[config.mk]
export PLATFORM = sky130hd
export DESIGN_NAME = lfu_cache_key_value_store
export DESIGN_NICKNAME = d
export VERILOG_FILES = /design/src/hw/rtl/lfu_pkg.sv /design/src/hw/rtl/lfu_ctrl.sv /design/src/hw/rtl/lfu_dp.sv /design/src/hw/rtl/lfu_cache_key_value_store.sv
export SDC_FILE = /design/constraint.sdc
export NUM_CORES = 2
export LEC_CHECK = 0
export ABC_CLOCK_PERIOD_IN_PS = 11280
export BUFFER_PORTS_ARGS = -buffer_cell sky130_fd_sc_hd__buf_2
export CAP_MARGIN = 20
export CORE_MARGIN = 4
export CORE_UTILIZATION = 40
export DETAILED_ROUTE_END_ITERATION = 10
export HOLD_SLACK_MARGIN = 0.1
export PLACE_DENSITY = 0.58
export RECOVER_POWER = 50
export SLEW_MARGIN = 30
export SYNTH_ARGS = -nofsm -noshare
export SYNTH_HDL_FRONTEND = slang
export SYNTH_SLANG_ARGS = --single-unit
[constraint.sdc]
create_clock -name clock -period 11.28 [get_ports clock]
set_input_delay 2.256 -clock clock [delete_from_list [all_inputs] [get_ports clock]]
set_output_delay 2.256 -clock clock [all_outputs]
set_load 0.01 [all_outputs]
[src/hw/rtl/lfu_pkg.sv]
// ----------------------------------------------------------------------------
// lfu_pkg
// Shared types and constants for the LFU key-value store.
// ----------------------------------------------------------------------------
package lfu_pkg;

   localparam int KEY_BITS = 32;
   localparam int CAP_BITS = 5;
   localparam logic [CAP_BITS-1:0] CAPACITY_RESET = 5'd16;

   localparam logic FUNC_GET = 1'b0;
   localparam logic FUNC_PUT = 1'b1;

   typedef enum logic [1:0] {
      ST_IDLE,
      ST_SCAN,
      ST_DRAIN,
      ST_FINISH
   } state_type;

   // controller to datapath
   typedef struct packed {
      logic start;    // latch request, clear scan trackers
      logic rd_en;    // read entry at scan index, advance index
      logic finish;   // commit write-back and load result register
   } cmd_type;

   // datapath to controller
   typedef struct packed {
      logic last_rd;  // scan index is at the last entry
      logic out_free; // result register can take a new transaction
   } sts_type;

endpackage

[src/hw/rtl/lfu_ctrl.sv]
// ----------------------------------------------------------------------------
// lfu_ctrl
// Request sequencer: accept, scan all entries, drain read latency, commit.
// ----------------------------------------------------------------------------
module lfu_ctrl
   import lfu_pkg::*;
(
   input  logic    clock,
   input  logic    reset,
   input  logic    req_tvalid,
   output logic    req_tready,
   input  sts_type sts,
   output cmd_type cmd
);

   state_type state_ff;
   state_type state_in;

   always_ff @(posedge clock) begin
      if (reset) begin
         state_ff <= ST_IDLE;
      end else begin
         state_ff <= state_in;
      end
   end

   always_comb begin
      state_in = state_ff;
      unique case (state_ff)
         ST_IDLE: begin
            if (req_tvalid) state_in = ST_SCAN;
         end
         ST_SCAN: begin
            if (sts.last_rd) state_in = ST_DRAIN;
         end
         ST_DRAIN: begin
            state_in = ST_FINISH;
         end
         ST_FINISH: begin
            if (sts.out_free) state_in = ST_IDLE;
         end
         default: state_in = ST_IDLE;
      endcase
   end

   always_comb begin
      req_tready = 1'b0;
      cmd        = '0;
      unique case (state_ff)
         ST_IDLE: begin
            req_tready = 1'b1;
            cmd.start  = req_tvalid;
         end
         ST_SCAN: begin
            cmd.rd_en = 1'b1;
         end
         ST_DRAIN: begin
         end
         ST_FINISH: begin
            cmd.finish = sts.out_free;
         end
         default: begin
         end
      endcase
   end

endmodule

[src/hw/rtl/lfu_dp.sv]
// ----------------------------------------------------------------------------
// lfu_dp
// Entry memory, valid bits, scan trackers, replacement decision and result
// register.
// ----------------------------------------------------------------------------
module lfu_dp
   import lfu_pkg::*;
#(
   parameter int ENTRIES    = 16,
   parameter int COUNT_BITS = 16
)
(
   input  logic                clock,
   input  logic                reset,
   input  cmd_type             cmd,
   output sts_type             sts,
   input  logic [63:0]         req_tdata,
   input  logic [0:0]          req_tuser,
   input  logic                csr_we,
   input  logic [CAP_BITS-1:0] csr_wdata,
   output logic                rsp_tvalid,
   input  logic                rsp_tready,
   output logic [63:0]         rsp_tdata,
   output logic [1:0]          rsp_tuser
);

   localparam int IDX_W  = (ENTRIES > 1) ? $clog2(ENTRIES) : 1;
   localparam int USED_W = $clog2(ENTRIES + 1);
   localparam int CMP_W  = (USED_W > CAP_BITS) ? USED_W : CAP_BITS;

   // entry memory: one write and one registered read per cycle
   logic [KEY_BITS-1:0]   key_mem   [ENTRIES];
   logic [KEY_BITS-1:0]   data_mem  [ENTRIES];
   logic [COUNT_BITS-1:0] cnt_mem   [ENTRIES];
   logic [KEY_BITS-1:0]   stamp_mem [ENTRIES];

   logic [ENTRIES-1:0]    valid_ff;
   logic [CAP_BITS-1:0]   capacity_ff;
   logic [KEY_BITS-1:0]   stamp_ff;

   // latched request
   logic                  func_ff;
   logic [KEY_BITS-1:0]   key_ff;
   logic [KEY_BITS-1:0]   value_ff;
   logic [KEY_BITS-1:0]   now_ff;

   // scan pipeline
   logic [IDX_W-1:0]      scan_idx_ff;
   logic                  proc_vld_ff;
   logic [IDX_W-1:0]      proc_idx_ff;
   logic [KEY_BITS-1:0]   rd_key_ff;
   logic [KEY_BITS-1:0]   rd_data_ff;
   logic [COUNT_BITS-1:0] rd_cnt_ff;
   logic [KEY_BITS-1:0]   rd_stamp_ff;

   // scan trackers
   logic                  match_fnd_ff;
   logic [IDX_W-1:0]      match_idx_ff;
   logic [KEY_BITS-1:0]   match_data_ff;
   logic [COUNT_BITS-1:0] match_cnt_ff;
   logic                  vict_fnd_ff;
   logic [IDX_W-1:0]      vict_idx_ff;
   logic [KEY_BITS-1:0]   vict_key_ff;
   logic [COUNT_BITS-1:0] vict_cnt_ff;
   logic [KEY_BITS-1:0]   vict_age_ff;
   logic                  free_fnd_ff;
   logic [IDX_W-1:0]      free_idx_ff;
   logic [USED_W-1:0]     used_ff;

   // result register
   logic                  rsp_vld_ff;
   logic                  hit_ff;
   logic                  evicted_ff;
   logic [KEY_BITS-1:0]   rd_val_ff;
   logic [KEY_BITS-1:0]   evk_ff;

   logic                  proc_valid;
   logic [KEY_BITS-1:0]   age;
   logic                  better;

   logic [CMP_W-1:0]      cap_ext;
   logic [CMP_W-1:0]      cap_eff;
   logic                  room;

   logic                  wr_en;
   logic [IDX_W-1:0]      wr_idx;
   logic [KEY_BITS-1:0]   wr_data;
   logic [COUNT_BITS-1:0] wr_cnt;
   logic [COUNT_BITS-1:0] match_cnt_inc;
   logic                  hit_in;
   logic                  evicted_in;
   logic [KEY_BITS-1:0]   rd_val_in;
   logic [KEY_BITS-1:0]   evk_in;

   assign sts.last_rd  = (scan_idx_ff == IDX_W'(ENTRIES - 1));
   assign sts.out_free = !rsp_vld_ff || rsp_tready;

   // ---------------- configuration and request latch ----------------
   always_ff @(posedge clock) begin
      if (reset) begin
         capacity_ff <= CAPACITY_RESET;
         stamp_ff    <= '0;
      end else begin
         if (csr_we) capacity_ff <= csr_wdata;
         if (cmd.start) stamp_ff <= stamp_ff + 1'b1;
      end
   end

   always_ff @(posedge clock) begin
      if (cmd.start) begin
         func_ff  <= req_tuser[0];
         key_ff   <= req_tdata[31:0];
         value_ff <= req_tdata[63:32];
         now_ff   <= stamp_ff;
      end
   end

   // ---------------- memory ----------------
   always_ff @(posedge clock) begin
      if (wr_en) begin
         key_mem[wr_idx]   <= key_ff;
         data_mem[wr_idx]  <= wr_data;
         cnt_mem[wr_idx]   <= wr_cnt;
         stamp_mem[wr_idx] <= now_ff;
      end
      if (cmd.rd_en) begin
         rd_key_ff   <= key_mem[scan_idx_ff];
         rd_data_ff  <= data_mem[scan_idx_ff];
         rd_cnt_ff   <= cnt_mem[scan_idx_ff];
         rd_stamp_ff <= stamp_mem[scan_idx_ff];
      end
   end

   always_ff @(posedge clock) begin
      if (reset) begin
         valid_ff <= '0;
      end else if (wr_en) begin
         valid_ff[wr_idx] <= 1'b1;
      end
   end

   // ---------------- scan ----------------
   always_ff @(posedge clock) begin
      if (reset) begin
         scan_idx_ff <= '0;
         proc_vld_ff <= 1'b0;
      end else begin
         proc_vld_ff <= cmd.rd_en;
         if (cmd.start) begin
            scan_idx_ff <= '0;
         end else if (cmd.rd_en) begin
            scan_idx_ff <= scan_idx_ff + 1'b1;
         end
      end
   end

   always_ff @(posedge clock) begin
      if (cmd.rd_en) proc_idx_ff <= scan_idx_ff;
   end

   assign proc_valid = proc_vld_ff && valid_ff[proc_idx_ff];
   assign age        = now_ff - rd_stamp_ff;
   // lower count wins; among equal counts the older entry wins
   assign better     = !vict_fnd_ff || (rd_cnt_ff < vict_cnt_ff) ||
                       ((rd_cnt_ff == vict_cnt_ff) && (age > vict_age_ff));

   always_ff @(posedge clock) begin
      if (reset) begin
         match_fnd_ff <= 1'b0;
         vict_fnd_ff  <= 1'b0;
         free_fnd_ff  <= 1'b0;
         used_ff      <= '0;
      end else if (cmd.start) begin
         match_fnd_ff <= 1'b0;
         vict_fnd_ff  <= 1'b0;
         free_fnd_ff  <= 1'b0;
         used_ff      <= '0;
      end else if (proc_vld_ff) begin
         if (proc_valid) begin
            used_ff <= used_ff + 1'b1;
            if (!match_fnd_ff && (rd_key_ff == key_ff)) match_fnd_ff <= 1'b1;
            if (better) vict_fnd_ff <= 1'b1;
         end else if (!free_fnd_ff) begin
            free_fnd_ff <= 1'b1;
         end
      end
   end

   always_ff @(posedge clock) begin
      if (proc_vld_ff) begin
         if (proc_valid) begin
            if (!match_fnd_ff && (rd_key_ff == key_ff)) begin
               match_idx_ff  <= proc_idx_ff;
               match_data_ff <= rd_data_ff;
               match_cnt_ff  <= rd_cnt_ff;
            end
            if (better) begin
               vict_idx_ff <= proc_idx_ff;
               vict_key_ff <= rd_key_ff;
               vict_cnt_ff <= rd_cnt_ff;
               vict_age_ff <= age;
            end
         end else if (!free_fnd_ff) begin
            free_idx_ff <= proc_idx_ff;
         end
      end
   end

   // ---------------- decision ----------------
   assign cap_ext = CMP_W'(capacity_ff);
   assign cap_eff = (cap_ext > CMP_W'(ENTRIES)) ? CMP_W'(ENTRIES) : cap_ext;
   assign room    = (CMP_W'(used_ff) < cap_eff) && free_fnd_ff;
   assign match_cnt_inc = (match_cnt_ff == '1) ? match_cnt_ff : match_cnt_ff + 1'b1;

   always_comb begin
      wr_en      = 1'b0;
      wr_idx     = match_idx_ff;
      wr_data    = value_ff;
      wr_cnt     = match_cnt_inc;
      hit_in     = 1'b0;
      evicted_in = 1'b0;
      rd_val_in  = '0;
      evk_in     = '0;
      if (func_ff == FUNC_GET) begin
         if (match_fnd_ff) begin
            hit_in    = 1'b1;
            rd_val_in = match_data_ff;
            wr_en     = cmd.finish;
            wr_data   = match_data_ff;
         end
      end else if (capacity_ff != '0) begin
         if (match_fnd_ff) begin
            hit_in = 1'b1;
            wr_en  = cmd.finish;
         end else if (room) begin
            wr_en  = cmd.finish;
            wr_idx = free_idx_ff;
            wr_cnt = COUNT_BITS'(1);
         end else if (vict_fnd_ff) begin
            wr_en      = cmd.finish;
            wr_idx     = vict_idx_ff;
            wr_cnt     = COUNT_BITS'(1);
            evicted_in = 1'b1;
            evk_in     = vict_key_ff;
         end
      end
   end

   // ---------------- result register ----------------
   always_ff @(posedge clock) begin
      if (reset) begin
         rsp_vld_ff <= 1'b0;
      end else if (cmd.finish) begin
         rsp_vld_ff <= 1'b1;
      end else if (rsp_tready) begin
         rsp_vld_ff <= 1'b0;
      end
   end

   always_ff @(posedge clock) begin
      if (cmd.finish) begin
         hit_ff     <= hit_in;
         evicted_ff <= evicted_in;
         rd_val_ff  <= rd_val_in;
         evk_ff     <= evk_in;
      end
   end

   assign rsp_tvalid = rsp_vld_ff;
   assign rsp_tdata  = {evk_ff, rd_val_ff};
   assign rsp_tuser  = {evicted_ff, hit_ff};

endmodule

[src/hw/rtl/lfu_cache_key_value_store.sv]
// ----------------------------------------------------------------------------
// lfu_cache_key_value_store
// Key-value store with least-frequently-used replacement, LRU tie break.
// ----------------------------------------------------------------------------
// Each request (get or put) passes through an accept state, a scan state that
// reads every entry of the entry memory in turn and compares key, use count
// and age, a drain state for the registered read, and a commit state that
// writes the entry back and loads the result register. One request is in
// flight at a time; a new request is accepted while the previous result
// still waits to be taken, and its commit then waits until that result is
// taken. The capacity register may be written only while the block is idle.
module lfu_cache_key_value_store
   import lfu_pkg::*;
#(
   parameter int ENTRIES    = 16,
   parameter int COUNT_BITS = 16
)
(
   input  logic                clock,
   input  logic                reset,
   input  logic                req_tvalid,
   output logic                req_tready,
   input  logic [63:0]         req_tdata,  // key[31:0], value[63:32]
   input  logic [0:0]          req_tuser,  // func[0]
   output logic                rsp_tvalid,
   input  logic                rsp_tready,
   output logic [63:0]         rsp_tdata,  // read_value[31:0], evicted_key[63:32]
   output logic [1:0]          rsp_tuser,  // hit[0], evicted[1]
   input  logic                csr_we,
   input  logic [CAP_BITS-1:0] csr_wdata   // capacity
);

   cmd_type cmd;
   sts_type sts;

   lfu_ctrl u_ctrl (
      .clock      (clock),
      .reset      (reset),
      .req_tvalid (req_tvalid),
      .req_tready (req_tready),
      .sts        (sts),
      .cmd        (cmd)
   );

   lfu_dp #(
      .ENTRIES    (ENTRIES),
      .COUNT_BITS (COUNT_BITS)
   ) u_dp (
      .clock      (clock),
      .reset      (reset),
      .cmd        (cmd),
      .sts        (sts),
      .req_tdata  (req_tdata),
      .req_tuser  (req_tuser),
      .csr_we     (csr_we),
      .csr_wdata  (csr_wdata),
      .rsp_tvalid (rsp_tvalid),
      .rsp_tready (rsp_tready),
      .rsp_tdata  (rsp_tdata),
      .rsp_tuser  (rsp_tuser)
   );

   // busy right after an accepted transaction
   a_busy_after_accept: assert property (@(posedge clock) disable iff (reset)
      (req_tvalid && req_tready) |=> !req_tready)
      else $error("request accepted while a scan is running");

   a_start_on_accept: assert property (@(posedge clock) disable iff (reset)
      cmd.start |-> (req_tvalid && req_tready))
      else $error("scan started without an accepted transaction");

   // commit never overwrites a result that has not been taken
   a_finish_no_overrun: assert property (@(posedge clock) disable iff (reset)
      (cmd.finish && rsp_tvalid) |-> rsp_tready)
      else $error("result register overwritten");

endmodule

==> results.yml <==
outcome:
  run_status: "finished with violations"
  violations: "capacitance limit, slew limit"
route:
  vias: 39619
  drc_errors: 0
  viasPerCell: 5.48
  ant_nets: 0
  drtIter0Drc: 3858
  wl_per_cell_um: 27.2
  finalWirelength_um: 197000
  first_pass_iters: 5
die:
  core_area_um2: 217000
  fp.dieArea_um2: 226000
  io_pins: 143
  initial_core_util_pct: 40.2
  die_w_um: 476
  die_h_um: 476
  row_count: 171
synthesis:
  synth_area_per_cell_um2: 22.4
  ys_seq_area_share_pct: 77.5
  synthCells: 3902
  synthArstFlopShare_pct: 0
  syn_nets: 4069
  synth_warnings: 0
  synth-seq-cells: 2280
  synth_ff_type: "edfxtp_1"
  synth.cell_area_um2: 87500
  synth_edf_count: 2211
  yosysUniqueCellTypes: 79
critical_path:
  crit_chain: "inv_1 -> ha_1 -> clkbuf_1 -> clkbuf_1 -> nand4_1 -> xor2_1 -> nor2_1"
  crit_path_end_kind: "register"
  crit_path_max_fanout: 36
  critical_path.top_delay_family: "buffers and inverters"
  max_stage_delay_ps: 2700
  crit_slowest_cell: "clkbuf_1"
  required_ps: 11960
  crit_type: "register to register"
  arrival_ps: 7830
  startpoint_type: "register"
  worst-path-buf-inv: 3
  path_common_cell: "clkbuf_1"
sta:
  drv_slew: 554
  setup_tns_ps: 0
  finalCritPeriodShare_pct: 63.3
  setup_viol: 0
  hold_ws_ps: 418
  fin_worst_skew_ps: 55.3
  final-hold-violation-count: 0
  rsz0062_at_grt: "no"
  slew_headroom_pct: -172
  worst_slew_pin_slew_ps: 4080
  fmax_ghz: 0.140
  period_minus_slack_ps: 7140
power:
  switching_share_pct: 25.3
  peakVddDrop_v: 0.000171
  switchingPower_mw: 5.21
  cellLeakagePower_nw: 30.7
  pwr-share-seq_pct: 51.2
  power_density_nw_per_um2: 208
  p_int_mw: 15.4
  power_frac_comb_pct: 14.6
  total_power_mw: 20.6
  p_clk_share_pct: 34.2
placed_design:
  place_inst: 6822
  port-buffer-count: 142
  gp_congestion: 0.793
  dp_hpwl_um: 104000
final_layout:
  drive_above_1_share_pct: 25.6
  nNetsFinal: 4355
  final_core_util_pct: 45.5
  mostFrequentLayoutCells: "edfxtp_1, mux4_2, clkbuf_16"
  final_common_cell: "edfxtp_1"
  syn_to_final_growth_pct: 13.0
  final_cell_count_no_fill: 7234
cts:
  htree_levels: 4
  clk_path_buf_depth: 3
  cts_tree: "done"
  cts_resized: 0
  cts_setup_buffers: 0
  cts.reportedPaths.clkPinSlew_ps: 70
  cts.sinks: 2280
  cts_hold_buf: 0
  numCtsBuffers: 218
  root_buffer: "clkbuf_16"
  clk_latency_ps: 860
global_route:
  grt_pass1_vias: 40931
  grt_max_degree: 135
  grt_pass1_wl_um: 288000
  antenna_found_initial: 2
  overflow: 0
  grt.total_usage_pct: 17.4
hold_path:
  holdCritPathClass: "register to register"
flow_run:
  cap_violations: 14
[cell type report]
type | count | area (um^2)
Multi-Input combinational cell | 1361 | 18700
Tap cell | 2854 | 3570
Timing Repair Buffer | 224 | 1510
Inverter | 103 | 388
Clock buffer | 262 | 5650
Sequential cell | 2280 | 67800
Clock inverter | 149 | 1230
Antenna cell | 1 | 2.50
Fill cell | 18152 | 119000
[flip-flops by register name, indices dropped and copies added, names as in the netlist, 256 cells and up]
| register | cells |
|---|---|
| u_dp.key_mem | 512 |
| u_dp.stamp_mem | 512 |
| u_dp.data_mem | 512 |
| u_dp.cnt_mem | 256 |
[per-layer routing]
layer | GRT usage [%] | wire length [um]
met1 | 24.7 | 85900
met2 | 28.4 | 97200
met3 | 2.60 | 9460
met4 | 4.56 | 4270
met5 | 0 | 0
[cells by family (layout without fill, tap and decap cells)]
logic type	after synthesis	in the layout	synth area share, %
mux	607	607	15.1
xor+xnor	101	101	1.01
buf+inv	261	738	1.21
simple gates	364	364	2.26
other cells	0	1	0
flops	2280	2280	77.5
fa+ha+maj	92	92	1.32
compound gates	197	197	1.63
[power by group through the flow]
stage               clock [mW]  combinational [mW]  sequential [mW]
finish                    7.03                3.00             10.5
floorplan                    0                2.28             10.5
global route              7.56                3.30             10.6
detailed placement           0                3.07             10.7
CTS                       7.20                3.08             10.5
global placement             0                3.06             10.7
[worst paths after layout]
check,start,to,slack [ps],cells after the start
setup reg to reg,u_ctrl.state_ff[1],u_dp.scan_idx_ff[3],4140,7
hold / removal,u_dp.rd_data_ff[9],u_dp.match_data_ff[9],420,0
setup / recovery,u_ctrl.state_ff[1],u_dp.scan_idx_ff[3],4140,7
hold reg to reg,u_dp.rd_data_ff[9],u_dp.match_data_ff[9],420,0
[synthesized netlist by cell type, drive strengths merged, types with 11 or more instances]
master,n,area (um^2)
mux4,565,12700
nor2b,12,75.1
edfxtp,2211,66400
nor3,17,85.1
a21o,33,248
ha,91,1140
nor2,97,372
xor2,56,490
dfxtp,69,1380
xnor2,45,394
clkbuf,86,323
nand3,35,205
nand2,46,173
mux2,32,360
and2,67,419
inv,102,383
and4,11,101
o2bb2ai,12,130
nand4,34,219
buf,72,350
o21ai,37,189
a21oi,54,270
[worst reg2reg max path: stages, from the launching register on]
cell and delay, ps:
dfxtp_1 330, inv_1 100, ha_1 930, clkbuf_1 2700, clkbuf_1 2310, nand4_1 310
xor2_1 280, nor2_1 60
[metrics by stage]
| stage | area [um^2] | setup slack (ps) |
|---|---|---|
| after floorplan | 87500 | 3070 |
| after global placement | 91900 | 5130 |
| after detailed placement | 92100 | 5030 |
| after CTS | 99000 | 5500 |
| after global routing | 98900 | 3610 |
| final | 98900 | 4140 |
Note: power is estimated with default switching activity, not from simulation.
